===== src/trfp_pkg.sv =====
package trfp_pkg;

	// Buffer sizes and the record count ceiling.
	localparam int KEY_MAX     = 16;
	localparam int VALUE_MAX   = 32;
	localparam int MAX_RECORDS = 32;

	// Derived widths.
	localparam int IDX_W    = $clog2(((KEY_MAX > VALUE_MAX) ? KEY_MAX : VALUE_MAX) + 1);
	localparam int KLEN_W   = $clog2(KEY_MAX + 1);
	localparam int RAM_DEPTH = KEY_MAX + VALUE_MAX;
	localparam int TOT_W    = $clog2(RAM_DEPTH);
	localparam int CNT_W    = 6;
	localparam int TAG_LEN  = 8;

	// Characters with a meaning to the parser.
	localparam logic [7:0] CH_COLON = 8'h3A;
	localparam logic [7:0] CH_LF    = 8'h0A;
	localparam logic [7:0] CH_TAB   = 8'h09;
	localparam logic [7:0] CH_CR    = 8'h0D;

	// Result kinds.
	localparam logic [1:0] KIND_KEY   = 2'd0;
	localparam logic [1:0] KIND_VALUE = 2'd1;
	localparam logic [1:0] KIND_END   = 2'd2;

	typedef struct packed {
		logic [1:0]       kind;
		logic [7:0]       char_byte;
		logic             last;
		logic             sum_ok;
		logic [7:0]       sum_value;
		logic [CNT_W-1:0] record_count;
	} res_t;

	// Key text of the record that announces the checksum byte.
	function automatic logic [7:0] tag_char(input logic [2:0] pos);
		logic [7:0] ch;
		case (pos)
			3'd0: ch = 8'h43; // C
			3'd1: ch = 8'h48; // H
			3'd2: ch = 8'h45; // E
			3'd3: ch = 8'h43; // C
			3'd4: ch = 8'h4B; // K
			3'd5: ch = 8'h53; // S
			3'd6: ch = 8'h55; // U
			3'd7: ch = 8'h4D; // M
			default: ch = 8'h00;
		endcase
		return ch;
	endfunction

	function automatic logic [7:0] to_upper(input logic [7:0] c);
		logic [7:0] r;
		r = c;
		if (c >= 8'h61 && c <= 8'h7A) begin
			r = c - 8'd32;
		end
		return r;
	endfunction

	function automatic logic is_hex(input logic [7:0] c);
		return (c >= 8'h30 && c <= 8'h39) || (c >= 8'h41 && c <= 8'h46);
	endfunction

endpackage


===== src/text_record_frame_parser.sv =====
// Line-oriented key/value frame parser. Each slave-side transaction carries one
// received byte. A newline opens a record made of an upper-cased key, a tab and
// a value that the next newline closes; the key and value characters are held
// in one shared buffer memory (keys in the low entries, values above them).
// When a record closes, its key characters and then its value characters stream
// out on the master side (tuser says which), the final one flagged by tlast. A
// record whose value fills the value buffer is dropped; keys longer than the key
// buffer are cut short. The record keyed CHECKSUM is followed by one byte that
// ends the frame: a single frame-end transaction reports the modulo-256 byte
// sum, whether it is zero, and the number of records delivered (saturating).
// Colon-started hex records are skipped and clear the sum. Timing: an ordinary
// byte does not hold off the next. A byte that closes a record holds off the next
// byte until its characters are read from the buffer and out of the read stage,
// with results leaving at one per cycle while the master side keeps tready high;
// a stall there stalls the buffer reads. The buffer needs no clearing after reset.
module text_record_frame_parser (
	input  logic        clk,
	input  logic        arst_n,
	input  logic        s_tvalid,
	output logic        s_tready,
	input  logic [7:0]  s_tdata,   // [7:0] in_byte
	output logic        m_tvalid,
	input  logic        m_tready,
	output logic [23:0] m_tdata,   // [7:0] char_byte, [8] sum_ok, [16:9] sum_value,
	                               // [22:17] record_count, [23] zero
	output logic [1:0]  m_tuser,   // [1:0] kind
	output logic        m_tlast    // last
);

	import trfp_pkg::*;

	// Parser modes.
	localparam logic [2:0] M_IDLE  = 3'd0;
	localparam logic [2:0] M_BEGIN = 3'd1;
	localparam logic [2:0] M_KEY   = 3'd2;
	localparam logic [2:0] M_VALUE = 3'd3;
	localparam logic [2:0] M_CSUM  = 3'd4;
	localparam logic [2:0] M_HEX   = 3'd5;

	// Parser state.
	logic [2:0]        mode_q, mode_d;
	logic [7:0]        sum_q, sum_d;
	logic [IDX_W-1:0]  idx_q, idx_d;
	logic [KLEN_W-1:0] klen_q, klen_d;
	logic [CNT_W-1:0]  recs_q, recs_d;
	logic              tag_ok_q, tag_ok_d;

	// Record streaming state.
	logic              stream_q;
	logic [TOT_W-1:0]  rd_idx_q;
	logic [TOT_W-1:0]  last_idx_q, last_idx_d;
	logic              start;

	// Read pipeline and output buffering.
	logic              pend_s1;
	logic [1:0]        kind_s1;
	logic              last_s1;
	logic [7:0]        rdata;
	res_t              m_q, sk_q, land;
	logic              m_valid_q, sk_valid_q, land_v;

	// Frame end result built on the accepted checksum byte.
	logic              fe_valid;
	logic [7:0]        fe_sum;

	// Buffer write port.
	logic              wr_en;
	logic [TOT_W-1:0]  wr_addr;
	logic [7:0]        wr_data;

	logic              accept, pop, rd_go;
	logic [7:0]        raw, up, sum_add;
	logic [1:0]        occ;
	logic [TOT_W-1:0]  rd_addr;

	assign raw     = s_tdata;
	assign up      = to_upper(raw);
	assign sum_add = sum_q + raw;

	// Input is held off while a record streams or its characters are still in flight.
	assign s_tready = !stream_q && !pend_s1 && !sk_valid_q;
	assign accept   = s_tvalid && s_tready;

	always_comb begin
		mode_d     = mode_q;
		sum_d      = sum_q;
		idx_d      = idx_q;
		klen_d     = klen_q;
		recs_d     = recs_q;
		tag_ok_d   = tag_ok_q;
		last_idx_d = last_idx_q;
		start      = 1'b0;
		wr_en      = 1'b0;
		wr_addr    = TOT_W'(idx_q);
		wr_data    = up;
		fe_valid   = 1'b0;
		fe_sum     = sum_add;
		if (accept) begin
			if (raw == CH_COLON && mode_q != M_CSUM) begin
				// A colon starts a hex record and drops any partial record.
				mode_d = M_HEX;
			end else begin
				case (mode_q)
					M_IDLE: begin
						sum_d = sum_add;
						if (up == CH_LF) begin
							mode_d = M_BEGIN;
						end
					end
					M_BEGIN: begin
						// The first byte of a record, unless it is a colon, is always a key character.
						sum_d    = sum_add;
						wr_en    = 1'b1;
						wr_addr  = '0;
						idx_d    = IDX_W'(1);
						tag_ok_d = (up == tag_char(3'd0));
						mode_d   = M_KEY;
					end
					M_KEY: begin
						sum_d = sum_add;
						if (up == CH_TAB) begin
							klen_d = KLEN_W'(idx_q);
							if (idx_q == IDX_W'(TAG_LEN) && tag_ok_q) begin
								mode_d = M_CSUM;
							end else begin
								idx_d  = '0;
								mode_d = M_VALUE;
							end
						end else if (idx_q < IDX_W'(KEY_MAX)) begin
							wr_en = 1'b1;
							idx_d = idx_q + IDX_W'(1);
							if (idx_q < IDX_W'(TAG_LEN)) begin
								tag_ok_d = tag_ok_q && (up == tag_char(idx_q[2:0]));
							end
						end
					end
					M_VALUE: begin
						sum_d = sum_add;
						if (up == CH_LF) begin
							if (idx_q < IDX_W'(VALUE_MAX)) begin
								start      = 1'b1;
								last_idx_d = TOT_W'(klen_q) + TOT_W'(idx_q) - TOT_W'(1);
								if (recs_q < CNT_W'(MAX_RECORDS)) begin
									recs_d = recs_q + CNT_W'(1);
								end
							end
							idx_d  = '0;
							mode_d = M_BEGIN;
						end else if (up != CH_CR && idx_q < IDX_W'(VALUE_MAX)) begin
							wr_en   = 1'b1;
							wr_addr = TOT_W'(idx_q) + TOT_W'(KEY_MAX);
							idx_d   = idx_q + IDX_W'(1);
						end
					end
					M_CSUM: begin
						// Checksum byte: report the frame and clear the sum, index, key length and record count.
						fe_valid = 1'b1;
						mode_d   = M_IDLE;
						sum_d    = '0;
						idx_d    = '0;
						klen_d   = '0;
						recs_d   = '0;
					end
					M_HEX: begin
						if (!is_hex(up)) begin
							sum_d  = '0;
							mode_d = M_IDLE;
						end
					end
					default: begin
						sum_d  = sum_add;
						mode_d = M_IDLE;
					end
				endcase
			end
		end
	end

	always_ff @(posedge clk or negedge arst_n) begin
		if (!arst_n) begin
			mode_q   <= M_IDLE;
			sum_q    <= '0;
			idx_q    <= '0;
			klen_q   <= '0;
			recs_q   <= '0;
			tag_ok_q <= 1'b0;
		end else begin
			mode_q   <= mode_d;
			sum_q    <= sum_d;
			idx_q    <= idx_d;
			klen_q   <= klen_d;
			recs_q   <= recs_d;
			tag_ok_q <= tag_ok_d;
		end
	end

	// A buffer read is issued only when the output register and the skid stage
	// can absorb every character already read, so none is ever lost.
	assign pop   = m_valid_q && m_tready;
	assign occ   = {1'b0, m_valid_q} + {1'b0, sk_valid_q} + {1'b0, pend_s1};
	assign rd_go = stream_q && ((occ - {1'b0, pop}) <= 2'd1);

	always_comb begin
		if (rd_idx_q < TOT_W'(klen_q)) begin
			rd_addr = rd_idx_q;
		end else begin
			rd_addr = rd_idx_q - TOT_W'(klen_q) + TOT_W'(KEY_MAX);
		end
	end

	trfp_ram #(
		.DEPTH(RAM_DEPTH),
		.WIDTH(8)
	) u_buf (
		.clk  (clk),
		.we   (wr_en),
		.waddr(wr_addr),
		.wdata(wr_data),
		.re   (rd_go),
		.raddr(rd_addr),
		.rdata(rdata)
	);

	always_ff @(posedge clk or negedge arst_n) begin
		if (!arst_n) begin
			stream_q <= 1'b0;
			pend_s1  <= 1'b0;
		end else begin
			pend_s1 <= rd_go;
			if (start) begin
				stream_q <= 1'b1;
			end else if (rd_go && rd_idx_q == last_idx_q) begin
				stream_q <= 1'b0;
			end
		end
	end

	always_ff @(posedge clk) begin
		last_idx_q <= last_idx_d;
		if (start) begin
			rd_idx_q <= '0;
		end else if (rd_go) begin
			rd_idx_q <= rd_idx_q + TOT_W'(1);
		end
		if (rd_go) begin
			kind_s1 <= (rd_idx_q < TOT_W'(klen_q)) ? KIND_KEY : KIND_VALUE;
			last_s1 <= (rd_idx_q == last_idx_q);
		end
	end

	// The item arriving at the output side: a buffer character or a frame end.
	always_comb begin
		land_v = pend_s1 || fe_valid;
		if (pend_s1) begin
			land.kind         = kind_s1;
			land.char_byte    = rdata;
			land.last         = last_s1;
			land.sum_ok       = 1'b0;
			land.sum_value    = '0;
			land.record_count = '0;
		end else begin
			land.kind         = KIND_END;
			land.char_byte    = '0;
			land.last         = 1'b1;
			land.sum_ok       = (fe_sum == 8'd0);
			land.sum_value    = fe_sum;
			land.record_count = recs_q;
		end
	end

	always_ff @(posedge clk or negedge arst_n) begin
		if (!arst_n) begin
			m_valid_q  <= 1'b0;
			sk_valid_q <= 1'b0;
		end else begin
			if (!m_valid_q || pop) begin
				if (sk_valid_q) begin
					m_valid_q  <= 1'b1;
					sk_valid_q <= land_v;
				end else begin
					m_valid_q  <= land_v;
					sk_valid_q <= 1'b0;
				end
			end else if (land_v) begin
				sk_valid_q <= 1'b1;
			end
		end
	end

	always_ff @(posedge clk) begin
		if (!m_valid_q || pop) begin
			if (sk_valid_q) begin
				m_q  <= sk_q;
				sk_q <= land;
			end else begin
				m_q <= land;
			end
		end else if (land_v) begin
			sk_q <= land;
		end
	end

	assign m_tvalid = m_valid_q;
	assign m_tdata  = {1'b0, m_q.record_count, m_q.sum_value, m_q.sum_ok, m_q.char_byte};
	assign m_tuser  = m_q.kind;
	assign m_tlast  = m_q.last;

endmodule


===== src/trfp_ram.sv =====
module trfp_ram #(
	parameter int DEPTH = 48,
	parameter int WIDTH = 8
) (
	input  logic                     clk,
	input  logic                     we,
	input  logic [$clog2(DEPTH)-1:0] waddr,
	input  logic [WIDTH-1:0]         wdata,
	input  logic                     re,
	input  logic [$clog2(DEPTH)-1:0] raddr,
	output logic [WIDTH-1:0]         rdata
);

	logic [WIDTH-1:0] mem [DEPTH];

	always_ff @(posedge clk) begin
		if (we) begin
			mem[waddr] <= wdata;
		end
	end

	always_ff @(posedge clk) begin
		if (re) begin
			rdata <= mem[raddr];
		end
	end

endmodule


===== config.mk =====
export PLATFORM = sky130hd
export DESIGN_NAME = text_record_frame_parser
export DESIGN_NICKNAME = d
export VERILOG_FILES = /design/src/trfp_pkg.sv /design/src/text_record_frame_parser.sv /design/src/trfp_ram.sv
export SDC_FILE = /design/constraint.sdc
export NUM_CORES = 1
export LEC_CHECK = 0
export ABC_AREA = 1
export BUFFER_PORTS_ARGS = -buffer_cell sky130_fd_sc_hd__buf_2
export CORE_ASPECT_RATIO = 1.2
export CORE_UTILIZATION = 50
export CTS_CLUSTER_SIZE = 8
export DETAILED_ROUTE_END_ITERATION = 8
export GPL_ROUTABILITY_DRIVEN = 1
export PLACE_DENSITY = 0.66
export SYNTH_ARGS = -nofsm -noshare
export SYNTH_HDL_FRONTEND = slang
export SYNTH_SLANG_ARGS = --single-unit

===== constraint.sdc =====
create_clock -name clk -period 3.8 [get_ports clk]
set_input_delay 0.19 -clock clk [delete_from_list [all_inputs] [get_ports clk]]
set_output_delay 0.19 -clock clk [all_outputs]
set_load 0.005 [all_outputs]

==> Word level (Yosys, flattened, before mapping) <==
Memories as Yosys holds them, arrays and structs flattened. A register that Yosys moved wholly into a read port is not among the register bits.
Cells that the tools add are included.
{ "totals": {"register_bits": 100, "ram_bits": 384, "romBits": 40, "input_bits": 12, "memories": 2} }
{ "memory_table": {"columns": ["memory", "words", "width", "rd", "rd_clocked_by_memory_dff", "wr", "line_no", "text"], "rows": [
  ["u_buf.mem", 48, 8, 1, 1, 1, "trfp_ram.sv:14", "logic [WIDTH-1:0] mem [DEPTH];"],
  ["(no name shown)", 8, 5, 1, 0, 0, "trfp_pkg.sv:39", "case (pos)"]
]} }
{ "classes": {"addsub": 13, "magnitude_cmp": 12, "n_eq_ne": 29, "mux": 66, "bitwise": 1, "reduce_logical": 37} }
{ "ops": {"columns": ["operator", "n"], "rows": [
  ["$mux 26", 5],
  ["$mux 6", 13],
  ["$mux 8", 8],
  ["$mux 1", 26],
  ["$pmux 6 s2", 2],
  ["$pmux 6 s4", 1],
  ["$add 6x1->6 const B", 3],
  ["$ne 2x2->1 const B", 9],
  ["$ne 3x3->1 const B", 6],
  ["$reduce_and 6->1", 3],
  ["$eq 8x4->1 const B", 2],
  ["$ge 8x7->1 const B", 2],
  ["$le 8x7->1 const B", 2],
  ["$pmux 8 s2", 1],
  ["$mux 3", 5],
  ["$logic_and 1x1->1", 13],
  ["$add 6x5->6 const B", 2],
  ["$lt 6x6->1 const B", 2],
  ["$pmux 3 s4", 1],
  ["$pmux 5 s2", 1],
  ["$reduce_bool 2->1", 5],
  ["$add 8x8->8", 1],
  ["$eq 8x6->1 const B", 1],
  ["$eq 8x7->1 const B", 1],
  ["other kinds (35)", 43]
]} }

==> Logic depth before layout (Yosys ltp) <==
{ "depth": {"word_depth": 14, "mapped_depth": 20} }

==> Cells and area by module <==
From an unflattened synthesis, not the netlist that was laid out.
{ "hier_totals": {"hier_cells": 2017, "hier_area_um2": 21949.8} }
{ "by_module_without_submodules": {"columns": ["module", "n_inst", "cells_per_inst", "area_per_inst_um2", "seq_area_each_um2"], "rows": [
  ["trfp_ram", 1, 1318, 15912.8, 11771.3],
  ["text_record_frame_parser", 1, 699, 6037.0, 2747.6]
]} }

==> Worst setup path before layout <==
Ideal clock, no wire load.
{ "synth_path": {"kind": "register to register", "start": "register pend_s1", "end": "register sk_q[0] (netlist bit), enable pin", "setup_ns": 0.445, "arrival_time_ns": 2.929, "required_ns": 3.355, "path_slack_ns": 0.426, "path_stages_with_launch": 9, "n_path_buf": 1, "path_cell_list": "dfrtp_1 -> buf_2 -> nor2_1 -> inv_1 -> nor2_1 -> nand2_1 -> inv_1 -> a21oi_1 -> o21ai_0"} }
{ "synth_via": {"elab_chain_len": 8} }
{ "synth_rtl": {"columns": ["item", "line_no", "text"], "rows": [
  ["start: declaration", "text_record_frame_parser.sv:55", "logic pend_s1;"],
  ["start signal: assignment", "text_record_frame_parser.sv:229", "pend_s1 <= rd_go;"],
  ["$logic_not 1->1", "text_record_frame_parser.sv:81", "assign s_tready = !stream_q && !pend_s1 && !sk_valid_q;"],
  ["$logic_and 1x1->1 (2 in series)", "text_record_frame_parser.sv:81", null],
  ["named net s_tready", "text_record_frame_parser.sv:20", "output logic s_tready,"],
  ["$logic_and 1x1->1", "text_record_frame_parser.sv:82", "assign accept = s_tvalid && s_tready;"],
  ["$mux 1", "text_record_frame_parser.sv:98", "if (accept) begin"],
  ["$logic_or 1x1->1", "text_record_frame_parser.sv:253", "land_v = pend_s1 || fe_valid;"],
  ["$reduce_bool 2->1 (no source line)", null, null],
  ["$reduce_and 2->1 (no source line)", null, null],
  ["end signal: assignment", "text_record_frame_parser.sv:294", "sk_q <= land;"],
  ["end signal: assignment", "text_record_frame_parser.sv:299", "sk_q <= land;"],
  ["end: declaration", "text_record_frame_parser.sv:59", "res_t m_q, sk_q, land;"]
]} }
The timed path passes the listed nets, and every way through them passes these cells.
A chain may end at the register's enable or synchronous reset.

==> Worst setup path after layout <==
{ "layout_path": {"start": "register rd_idx_q[2]", "end": "register u_buf.rdata[5], read port of u_buf.mem, data pin"} }
{ "layout_via": {"elab_chain_len": 3} }
{ "layout_rtl": {"columns": ["item", "line_no", "text"], "rows": [
  ["start: declaration", "text_record_frame_parser.sv:50", "logic [TOT_W-1:0] rd_idx_q;"],
  ["start signal: assignment", "text_record_frame_parser.sv:243", "rd_idx_q <= rd_idx_q + TOT_W'(1);"],
  ["$sub 6x5->6", "text_record_frame_parser.sv:207", "rd_addr = rd_idx_q - TOT_W'(klen_q) + TOT_W'(KEY_MAX);"],
  ["$add 6x5->6", "text_record_frame_parser.sv:207", null],
  ["$mux 6 (*)", "text_record_frame_parser.sv:204", "if (rd_idx_q < TOT_W'(klen_q)) begin"],
  ["end: declaration", "trfp_ram.sv:11", "output logic [WIDTH-1:0] rdata"]
]} }
Every way passes the cells marked *; elsewhere a longest branch is shown, timed or not.

==> key figures <==
Worst setup path
  – Crit. path cell count: 16
  – FF-to-FF Start: rd_idx_q[2]$_SDFFE_PP0P_
  – Buf/Inv on CP: 3
  – R2r setup slk: 0.30 ns
  – Setup crit end kind: register
  – Startpoint type of the worst setup path: register
  – Critical Path, Cell by Cell: ha_1 > inv_1 > fa_1 > o211ai_1 > inv_2 > nand2_2 > nand2_1 > nand2_4 > buf_16 > nand2_1 > nand3_1 > nand3_1 > nand3_1 > nand3_1 > nand3_1 > nand2_1
  – RR Endpoint: u_buf.rdata[5]$_DFFE_PP_
  – Crit path top cell by count: nand3_1
  – Worst Reg-to-Reg Cells: 16
  – Worst Setup EP: u_buf.rdata[5]$_DFFE_PP_
  – Slowest cell on crit path: dfxtp_1
  – Slowest Stage Delay on Critical Path: 0.50 ns
  – Family with the most delay on the worst path: simple AND/OR/NAND/NOR gates
  – Crit path launch: rd_idx_q[2]$_SDFFE_PP0P_
  – Critical Path AT: 3.85 ns
  – Setup Crit Path Kind: reg2reg
  – Max FO, Critical Path: 101
  – Critical Path RT: 4.15 ns

Timing
  – RSZ-0062 raised after global routing: false
  – Fmax achieved: 286 MHz
  – Fin Hold WS: 0.0543 ns
  – Final Setup Violations: 0
  – Total negative slack: 0 ns
  – Count of final max-slew check failures: 0
  – Final setup margin: 0.298 ns
  – Worst slew pin tran: 1.03 ns
  – Final hold violations: 0
  – Max_slew headroom: 0.312
  – Period utilisation layout: 0.922
  – Fin crit period: 3.50 ns
  – Worst Skew: 0.0276 ns

Routing
  – Initial DRT Pass Iterations: 5
  – Via count: 15900
  – Final wirelength: 56.7 mm
  – DRC errors left: 0
  – ANT nets after route: 0
  – DR vias/cell: 5.44
  – Routed wire per std cell: 19.4 µm
  – DRT iter0 DRCs: 1404

Status
  – Status: complete, no violations

CTS
  – Clk Latency, worst-skew pair: 0.60 ns
  – Clock transition at the registers of the reported paths: 0.05 ns
  – CTS tree: yes
  – Root Driver: clkbuf_16
  – Clk buf depth: 3
  – Total CTS buffers: 71
  – Max H-tree Level: 3
  – Clock sink total: 491

Power and ir drop
  – Tot Pwr: 21.4 mW
  – Logic pwr share: 0.430
  – Max IR drop VDD: 0.844 mV
  – PD cells: 829 nW/µm²
  – P_int: 12.6 mW
  – Sequential share of power: 0.307
  – Sw Share: 0.412
  – Clock share of power: 0.263
  – Lkg Pwr: 10.7 nW
  – NetSw: 8.82 mW

Yosys
  – Syn Nets: 2245
  – Yosys reg bits: 491
  – Synthesized area per cell: 10.4 µm²
  – Sequential share of the synthesized area: 0.640
  – Ys Warns: 0
  – Synth cell types: 51
  – Post-synth top flop: edfxtp_1
  – Ys async rst share: 0.0672
  – Synth Cell Area: 22700 µm²
  – Gate Count Post-Synth: 2192
  – EDFF count, synth: 452

Placed design
  – Buffers on Ports: 39
  – GP Congestion: 0.886
  – DP HPWL: 35.3 mm
  – Dpl ws: 0.159 ns

Layout
  – FF/Latch Area: 14500 µm²
  – Area of the multi-input gates: 6570 µm²
  – Share of cells above drive strength 1: 0.119
  – Most frequent cells in the layout: 540 x nand2_1, 452 x edfxtp_1, 311 x inv_1, 283 x nand3_1, 113 x nor2_1
  – Antenna Cells: 0
  – Final Util: 0.576
  – Most common cell after layout, fill and taps aside: nand2_1
  – FILL cells: 3804
  – # nets final: 2341
  – Synthesis-to-layout area growth: 14.0%

Floorplan
  – Full die area: 46300 µm²
  – CORE AREA: 44900 µm²
  – Boundary pin count: 41
  – Initial Util: 0.506
  – Rows: 85
  – Die width: 197 µm
  – Die Height: 235 µm

Global routing
  – Global-route wire length before repair: 88.4 mm
  – Gr usage total: 0.251
  – Total grt overflow: 0
  – Largest net degree at the start of global routing: 102
  – Vias in the first global route: 15500
  – Initial antenna violation count: 0

Min path
  – Worst hold path class: in2reg
  – Hold Path Depth: 1

Run
  – Max cap viols: 0
metrics by stage:
step / instances / cell area, µm²
after detailed placement: 2822 / 23900
after global routing: 2920 / 25900
after floorplan: 2192 / 22700
after CTS: 2920 / 25900
final: 2920 / 25900
after global placement: 2822 / 23900
cells in the mapped netlist (3+ instances only):
| cell | instances | area (µm²) |
|---|---|---|
| clkbuf_1 | 37 | 139 |
| nand2_4 | 6 | 67.6 |
| inv_1 | 311 | 1170 |
| dfrtp_1 | 33 | 826 |
| nand3_4 | 6 | 105 |
| nand4_1 | 6 | 37.5 |
| nand3_2 | 7 | 70.1 |
| o21ai_0 | 105 | 526 |
| or2_2 | 18 | 113 |
| nand3_1 | 283 | 1420 |
| o21bai_1 | 9 | 67.6 |
| buf_6 | 3 | 33.8 |
| o211ai_1 | 28 | 210 |
| nand2_1 | 543 | 2040 |
| o21ai_2 | 3 | 26.3 |
| edfxtp_1 | 452 | 13600 |
| o21ai_1 | 10 | 50.1 |
| a21oi_1 | 23 | 115 |
| nor4_1 | 3 | 18.8 |
| o31ai_1 | 4 | 30.0 |
| nor2_1 | 113 | 424 |
| ha_1 | 37 | 463 |
| nand2_2 | 10 | 62.6 |
| xnor2_1 | 8 | 70.1 |
| xor2_1 | 24 | 210 |
| inv_2 | 11 | 41.3 |
| nor2_2 | 7 | 43.8 |
| nor3_1 | 12 | 60.1 |
| dfxtp_1 | 6 | 120 |
| buf_1 | 3 | 11.3 |
| fa_1 | 4 | 80.1 |
| buf_4 | 12 | 90.1 |
| buf_2 | 31 | 155 |
flip-flops by register name, summed over array words and instances (netlist names):
name         count
u_buf.mem      384
rd_idx_q         6
tag_ok_q         1
m_tdata         23
last_s1          1
mode_q           3
sum_q            8
u_buf.rdata      8
m_tuser          2
sk_valid_q       1
klen_q           5
idx_q            6
pend_s1          1
stream_q         1
last_idx_q       6
m_tlast          1
kind_s1          1
recs_q           6
m_tvalid         1
sk_q            26
cell families after synthesis:
family | share of synthesized area
AND/OR/NAND/NOR | 0.201
flip-flops | 0.640
buffers and inverters | 0.0734
AO/OA/AOI/OAI | 0.0499
adder cells (fa/ha/maj) | 0.0239
XOR/XNOR | 0.0123
other | 0.000165
layout make-up:
class                      count  area share
clock buffer                  89      0.0721
timing repair buffer         111      0.0324
clock inverter                 7     0.00363
inverter                     325      0.0474
multi-input combinational   1288       0.254
sequential                   491       0.561
tap                          609      0.0295
what timing repair did:
item                                    4_1_cts  5_1_grt
endpoints found under the setup margin        0        5
buffers inserted                              0        0
hold endpoints to repair                     34        0
resized for setup                             0        3
hold buffers                                  2        0
worst min-delay path by stage:
stage / startpoint / endpoint / slack (ns)
final: s_tdata[4] / u_buf.mem[5][4]$_DFFE_PP_ / 0.05
after global routing: s_tdata[4] / u_buf.mem[5][4]$_DFFE_PP_ / 0.05
after floorplan: arst_n / idx_q[0]$_DFFE_PN0P_ / -0.11
after global placement: arst_n / sum_q[7]$_DFFE_PN0P_ / 0.34
after detailed placement: arst_n / sum_q[7]$_DFFE_PN0P_ / 0.33
after CTS: s_tdata[4] / u_buf.mem[5][4]$_DFFE_PP_ / 0.04
metal layers:
metal	wire length (µm)	track usage	share of wire	up-vias
li1	-	-	-	7478
met5	0	0	0	-
met2	28300	0.421	0.50	563
met1	23600	0.328	0.42	7734
met3	3300	0.0385	0.058	102
met4	1540	0.0964	0.027	0
power by group through the flow:
stage	clock network (mW)	logic (mW)	registers (mW)
2_1_floorplan	0	6.10	6.66
3_3_place_gp	0	8.96	6.68
3_5_place_dp	0	9.06	6.69
4_1_cts	5.74	9.11	6.59
5_1_grt	5.95	10.1	6.61
6_report	5.64	9.21	6.59
No activity file was read; power rests on OpenSTA's default activity.
